==> config.mk <==
export PLATFORM = sky130hd
export DESIGN_NAME = sorted_median_finder
export DESIGN_NICKNAME = d
export VERILOG_FILES = /design/src/hdl/smf_pkg.sv /design/src/hdl/smf_cell.sv /design/src/hdl/sorted_median_finder.sv
export SDC_FILE = /design/constraint.sdc
export NUM_CORES = 2
export LEC_CHECK = 0
export ABC_AREA = 0
export BUFFER_PORTS_ARGS = -buffer_cell sky130_fd_sc_hd__buf_2
export CORE_UTILIZATION = 35
export CTS_CLUSTER_DIAMETER = 30
export DETAILED_ROUTE_END_ITERATION = 6
export PLACE_DENSITY_LB_ADDON = 0.05
export SYNTH_ARGS = -nofsm -noshare
export SYNTH_HDL_FRONTEND = slang
export SYNTH_SLANG_ARGS = --single-unit
==> constraint.sdc <==
create_clock -name i_clk -period 10.4 [get_ports i_clk]
set_clock_uncertainty 0.15 [all_clocks]
set_input_delay 1.04 -clock i_clk [delete_from_list [all_inputs] [get_ports i_clk]]
set_output_delay 1.04 -clock i_clk [all_outputs]
set_load 0.01 [all_outputs]
==> src/hdl/smf_pkg.sv <==
// Shared types and fixed field widths for the sorted median finder.
`default_nettype none

package smf_pkg;

    localparam int SAMPLE_W = 16;
    localparam int MED_W    = 17;
    localparam int CNT_W    = 6;

    typedef struct packed {
        logic signed [SAMPLE_W-1:0] sample;
        logic                       last;
    } t_req;

    typedef struct packed {
        logic signed [MED_W-1:0] median_times_two;
        logic [CNT_W-1:0]        count;
        logic                    overflow;
    } t_rsp;

    // Per-cycle command broadcast to every cell of the chain.
    typedef struct packed {
        logic ins;    // insert the broadcast sample in sorted position
        logic shift;  // move every value one cell toward cell 0
        logic clear;  // drop all occupancy
    } t_cell_ctl;

endpackage

`default_nettype wire

==> src/hdl/smf_cell.sv <==
// One cell of the insertion-sort chain: holds one sorted value and its occupancy.
`default_nettype none

module smf_cell
    import smf_pkg::*;
#(
    parameter int DATA_WIDTH = 16
) (
    input  wire logic                         i_clk,
    input  wire logic                         i_rst_n,
    input  wire t_cell_ctl                    i_ctl,
    input  wire logic signed [DATA_WIDTH-1:0] i_sample,
    input  wire logic signed [DATA_WIDTH-1:0] i_left_val,
    input  wire logic                         i_left_occ,
    input  wire logic                         i_left_gt,
    input  wire logic signed [DATA_WIDTH-1:0] i_right_val,
    output logic signed [DATA_WIDTH-1:0]      o_val,
    output logic                              o_occ,
    output logic                              o_gt
);

    logic signed [DATA_WIDTH-1:0] r_val, n_val;
    logic                         r_occ, n_occ;

    assign o_val = r_val;
    assign o_occ = r_occ;
    assign o_gt  = r_occ && (r_val > i_sample);

    always_comb begin
        n_val = r_val;
        n_occ = r_occ;
        if (i_ctl.clear) begin
            n_occ = 1'b0;
        end else if (i_ctl.shift) begin
            n_val = i_right_val;
        end else if (i_ctl.ins) begin
            n_occ = r_occ | i_left_occ;
            // larger values move up one cell; the first larger (or first empty) cell takes the new one
            if (i_left_gt) begin
                n_val = i_left_val;
            end else if (o_gt || (!r_occ && i_left_occ)) begin
                n_val = i_sample;
            end
        end
    end

    always_ff @(posedge i_clk) begin
        if (!i_rst_n) begin
            r_occ <= 1'b0;
        end else begin
            r_occ <= n_occ;
        end
    end

    always_ff @(posedge i_clk) begin
        r_val <= n_val;
    end

endmodule

`default_nettype wire

==> src/hdl/sorted_median_finder.sv <==
// Top level: sorting cell chain, drain control and result register.
//
//  channel  | direction | handshake               | payload
//  request  | in        | i_in_valid / o_in_ready | i_in_req  (t_req: sample, last)
//  result   | out       | o_out_valid / i_out_ready | o_out_rsp (t_rsp: median, count, overflow)
//
// While o_in_ready is high a sample is taken every cycle and sorted on arrival, or
// dropped with overflow set if the store is full. After a request with last, the
// chain drains toward cell 0 while o_in_ready is low; the median is then loaded into
// the result register and requests are taken again while the result waits. Result
// stalls hold the last drain step. Reset clears occupancy, counts and state.
`default_nettype none

module sorted_median_finder
    import smf_pkg::*;
#(
    parameter int MAX_COUNT  = 32,
    parameter int DATA_WIDTH = 16
) (
    input  wire logic i_clk,
    input  wire logic i_rst_n,
    input  wire logic i_in_valid,
    output logic      o_in_ready,
    input  wire t_req i_in_req,
    output logic      o_out_valid,
    input  wire logic i_out_ready,
    output t_rsp      o_out_rsp
);

    localparam int CW = $clog2(MAX_COUNT + 1);
    localparam int SW = DATA_WIDTH + 1;

    localparam logic ST_COLLECT = 1'b0;
    localparam logic ST_FIND    = 1'b1;

    logic                         r_state, n_state;
    logic [CW-1:0]                r_count, n_count;
    logic                         r_dropped, n_dropped;
    logic [CW-1:0]                r_idx, n_idx;
    logic signed [DATA_WIDTH-1:0] r_lo, n_lo;
    logic                         r_out_valid, n_out_valid;
    t_rsp                         r_rsp, n_rsp;

    logic signed [DATA_WIDTH-1:0] w_sample;
    logic signed [DATA_WIDTH-1:0] w_val [MAX_COUNT];
    logic                         w_occ [MAX_COUNT];
    logic                         w_gt  [MAX_COUNT];
    t_cell_ctl                    w_ctl;

    logic                         w_accept;
    logic                         w_full;
    logic                         w_out_free;
    logic [CW-1:0]                w_lo_idx;
    logic [CW-1:0]                w_hi_idx;
    logic signed [SW-1:0]         w_sum;

    assign w_sample   = DATA_WIDTH'(i_in_req.sample);
    assign o_in_ready = (r_state == ST_COLLECT);
    assign w_accept   = i_in_valid && o_in_ready;
    assign w_full     = (r_count == CW'(MAX_COUNT));
    assign w_out_free = !r_out_valid || i_out_ready;
    assign w_lo_idx   = (r_count - CW'(1)) >> 1;
    assign w_hi_idx   = r_count >> 1;

    // odd count: both middle indexes coincide at cell 0 this cycle
    assign w_sum = (w_lo_idx == w_hi_idx) ? (SW'(w_val[0]) + SW'(w_val[0]))
                                          : (SW'(r_lo) + SW'(w_val[0]));

    always_comb begin
        n_state     = r_state;
        n_count     = r_count;
        n_dropped   = r_dropped;
        n_idx       = r_idx;
        n_lo        = r_lo;
        n_out_valid = r_out_valid && !i_out_ready;
        n_rsp       = r_rsp;
        w_ctl       = '0;
        case (r_state)
            ST_COLLECT: begin
                if (w_accept) begin
                    if (w_full) begin
                        n_dropped = 1'b1;
                    end else begin
                        w_ctl.ins = 1'b1;
                        n_count   = r_count + CW'(1);
                    end
                    if (i_in_req.last) begin
                        n_state = ST_FIND;
                        n_idx   = '0;
                    end
                end
            end
            ST_FIND: begin
                if (r_idx == w_lo_idx) begin
                    n_lo = w_val[0];
                end
                if (r_idx != w_hi_idx) begin
                    w_ctl.shift = 1'b1;
                    n_idx       = r_idx + CW'(1);
                end else if (w_out_free) begin
                    n_out_valid            = 1'b1;
                    n_rsp.median_times_two = MED_W'(w_sum);
                    n_rsp.count            = CNT_W'(r_count);
                    n_rsp.overflow         = r_dropped;
                    w_ctl.clear            = 1'b1;
                    n_count                = '0;
                    n_dropped              = 1'b0;
                    n_state                = ST_COLLECT;
                end
            end
            default: begin
                n_state = ST_COLLECT;
            end
        endcase
    end

    always_ff @(posedge i_clk) begin
        if (!i_rst_n) begin
            r_state     <= ST_COLLECT;
            r_count     <= '0;
            r_dropped   <= 1'b0;
            r_idx       <= '0;
            r_out_valid <= 1'b0;
        end else begin
            r_state     <= n_state;
            r_count     <= n_count;
            r_dropped   <= n_dropped;
            r_idx       <= n_idx;
            r_out_valid <= n_out_valid;
        end
    end

    always_ff @(posedge i_clk) begin
        r_lo  <= n_lo;
        r_rsp <= n_rsp;
    end

    assign o_out_valid = r_out_valid;
    assign o_out_rsp   = r_rsp;

    for (genvar g = 0; g < MAX_COUNT; g++) begin : g_cell
        logic signed [DATA_WIDTH-1:0] w_left_val;
        logic signed [DATA_WIDTH-1:0] w_right_val;
        logic                         w_left_occ;
        logic                         w_left_gt;

        if (g == 0) begin : g_head
            assign w_left_val = w_sample;
            assign w_left_occ = 1'b1;
            assign w_left_gt  = 1'b0;
        end else begin : g_body
            assign w_left_val = w_val[g-1];
            assign w_left_occ = w_occ[g-1];
            assign w_left_gt  = w_gt[g-1];
        end

        if (g == MAX_COUNT - 1) begin : g_tail
            assign w_right_val = w_val[g];
        end else begin : g_mid
            assign w_right_val = w_val[g+1];
        end

        smf_cell #(
            .DATA_WIDTH (DATA_WIDTH)
        ) u_cell (
            .i_clk       (i_clk),
            .i_rst_n     (i_rst_n),
            .i_ctl       (w_ctl),
            .i_sample    (w_sample),
            .i_left_val  (w_left_val),
            .i_left_occ  (w_left_occ),
            .i_left_gt   (w_left_gt),
            .i_right_val (w_right_val),
            .o_val       (w_val[g]),
            .o_occ       (w_occ[g]),
            .o_gt        (w_gt[g])
        );
    end

endmodule

`default_nettype wire

==> reports/qor.yml <==
clock_network:
  clock-sinks: 599
  ctsResizeCount: 0
  cts_made_buffers: 200
  cts-root-buf: "clkbuf_16"
  cts.clk_slew.worst_paths_ns: 0.04
  postCtsSetupBuffers: 0
  cts_tree: "built"
  hold_buffers: 0
  cts_buffer_depth: 3
  h-tree-depth: 4
  clk_latency_ns: 0.78
placement:
  dp_hpwl_um: 98980
  port_buffers: 46
  post_dp_cell_area_um2: 43710
  placed_cells: 5506
  place_congestion: 0.8087
synth:
  yosysWarnings: 0
  syn_inst: 4062
  synthAdderAreaFrac_pct: 15.96
  synth_edf_count: 552
  synthXorXnorAreaFrac_pct: 0.6073
  seq_area_frac_synth_pct: 41.88
  synth_mux_area_share_pct: 12.46
  async_flop_share_pct: 0
  synth_ff_type: "edfxtp_1"
  synth_top_family_by_area: "adder cells"
  synth_most_common_cell: "nand2_1"
  synth_compound_area_share_pct: 14.07
  synth-simple-area-share_pct: 11.40
  syn-cell-area_um2: 41820
  ys_ff_latch: 599
  synth.area.top_cells: "edfxtp_1 (40%), ha_1 (16%), mux2i_1 (11%)"
  syn_nets: 4616
  synth_cell_types: 74
  synth_common_cells: "nand2_1 (589), edfxtp_1 (552), o21ai_0 (533), ha_1 (532), mux2i_1 (480)"
  netlist.area_leader.share_pct: 39.63
  syn_area_per_cell_um2: 10.30
  yosysTopAreaCell: "edfxtp_1"
grt:
  overflow: 0
  antenna_found_initial: 2
  grt_usage_pct: 23.47
  grt_pass1_vias: 33060
  grt_max_degree: 220
  grt_pass1_wl_um: 214000
sta:
  grt_setup_unrepaired: "false"
  setup_viol: 0
  fin_crit_ns: 5.748
  tightest_slew_ns: 1.246
  min_period_over_period_pct: 55.27
  hold_violations: 0
  fmax_mhz: 174.0
  slew_violations: 0
  setup-tns-final_ns: 0
  maxSlewHeadroom_pct: 16.65
critical_path:
  worstSetupStartpointType: "input port"
  path_class: "in -> reg"
  crit_required_ns: 10.56
  critPathMaxFanout: 32
  end_kind: "flop"
  arrival_ns: 5.91
pwr:
  sw_frac_of_total_pct: 23.88
  netSwitchingPower_uw: 2172
  p_total_uw: 9099
  pwr-share-comb_pct: 7.4
  p_leak_uw: 0.02059
  p_per_area_nw_per_um2: 181.5
  p_seq_share_pct: 30.0
  intPower_uw: 6926
  vdd_ir_drop_max_v: 0.0001639
  clkPwrFrac_pct: 62.6
finish:
  stdcell_count: 5879
  drive_above_1_share_pct: 11.72
  finalInstanceArea_um2: 50120
  utilization_pct: 42.39
  area_growth_pct: 19.84
  n_antenna_cell: 0
  num-nets-final: 4726
route:
  via_per_inst: 5.502
  route.detailed.drc: 0
  vias: 32350
  drtIter0Drc: 2085
  routedWlPerCell_um: 24.22
  drt-total-wl_um: 142400
  ant_nets: 0
  dr.pass1.iters: 5
hold_path:
  hold_class: "reg -> reg"
flow_run:
  drv_cap: 0
run_status:
  status: "complete, no violations"
floorplanning:
  die_h_um: 347.7
  rows: 126
  initial_core_util_pct: 35.37
  pin_count: 47
  core_area_um2: 118200
  die_area_um2: 120900
  die_x_um: 347.7
-- sequential cells by signal, summed over array words and instances, names as in the netlist --
register / cells
o_out_rsp: 24
r_idx: 6
g_cell.u_cell.o_val: 512
r_count: 6
o_out_valid: 1
r_dropped: 1
r_state: 1
g_cell.u_cell.o_occ: 32
r_lo: 16
-- metrics by stage --
step / setup slack (ns) / hold slack, ns
3_5_place_dp: 3.890 / 0.2753
3_3_place_gp: 3.855 / 0.2715
6_report: 4.652 / 0.2814
2_1_floorplan: 5.031 / 0.2529
5_1_grt: 4.482 / 0.2978
4_1_cts: 4.708 / 0.2824
-- cell usage in the layout, fill, tap and decap left out, types with 33 or more instances in the layout --
cell         n
a21o_1      41
clkbuf_16  205
clkbuf_1    53
nand3_1     71
mux2i_1    474
ha_1       532
buf_4       92
clkinv_2    33
a21oi_1    230
edfxtp_1   552
inv_1       68
nand4_1    110
o211ai_1    44
buf_2       45
nand2_1    587
clkinv_1    43
o21ai_0    531
nor2_1      98
dfxtp_1     47
-- power by group through the flow --
stage	clock network (uW)	registers [uW]	logic, uW
2_1_floorplan	0	2750	440
3_3_place_gp	0	2770	670
3_5_place_dp	0	2770	677
4_1_cts	5780	2730	679
5_1_grt	5910	2740	758
6_report	5690	2730	674
-- critical path, stage by stage --
cell and delay, ns:
buf_2 0.85, inv_2 0.60, buf_4 0.42, ha_1 0.36, nand2_1 0.07, o21ai_0 0.08, a221o_1 0.37, o31a_1 0.24
o211ai_1 0.86, buf_4 0.38, a41oi_2 0.56
-- path summary, 6_finish.rpt --
check | start | end | slack (ns) | cells past startpoint
worst min register to register | r_dropped$_SDFFE_PN0P_ | o_out_rsp[0]$_DFFE_PP_ | 0.28 | 0
worst max register to register | r_count[1]$_SDFFE_PN0P_ | o_out_rsp[23]$_DFFE_PP_ | 5.64 | 16
worst min-delay path | r_dropped$_SDFFE_PN0P_ | o_out_rsp[0]$_DFFE_PP_ | 0.28 | 0
worst max-delay path | i_in_req[7] | g_cell[8].u_cell.o_val[15]$_DFFE_PP_ | 4.65 | 11
-- cell type report --
cell class              count  area (um^2)
fillers                 11520        68120
well taps                1536         1922
multi-input cells        3148        22990
repair buffers            140        975.9
clock buffers             268         5466
inverters                  83        311.5
clock inverters           105        940.9
flip-flops and latches    599        17520
-- logic make-up after synthesis --
family                     Yosys count
buffers and inverters              315
muxes                              514
AOI/OAI and AO/OA                 1028
DFF                                599
adders and majority gates          533
and+or+nand+nor                   1044
xor gates and xnor gates            29
-- layer usage --
layer | routed length, um | up-vias | share of wire [%] | track usage (%)
met5 | 0 | - | 0 | 0
met4 | 3953 | 0 | 2.8 | 7.930
met3 | 5764 | 222 | 4.0 | 3.671
met2 | 64570 | 671 | 45 | 37.44
met1 | 68080 | 15730 | 48 | 32.23
li1 | - | 15730 | - | -
Note: power is estimated with default switching activity, not from simulation.
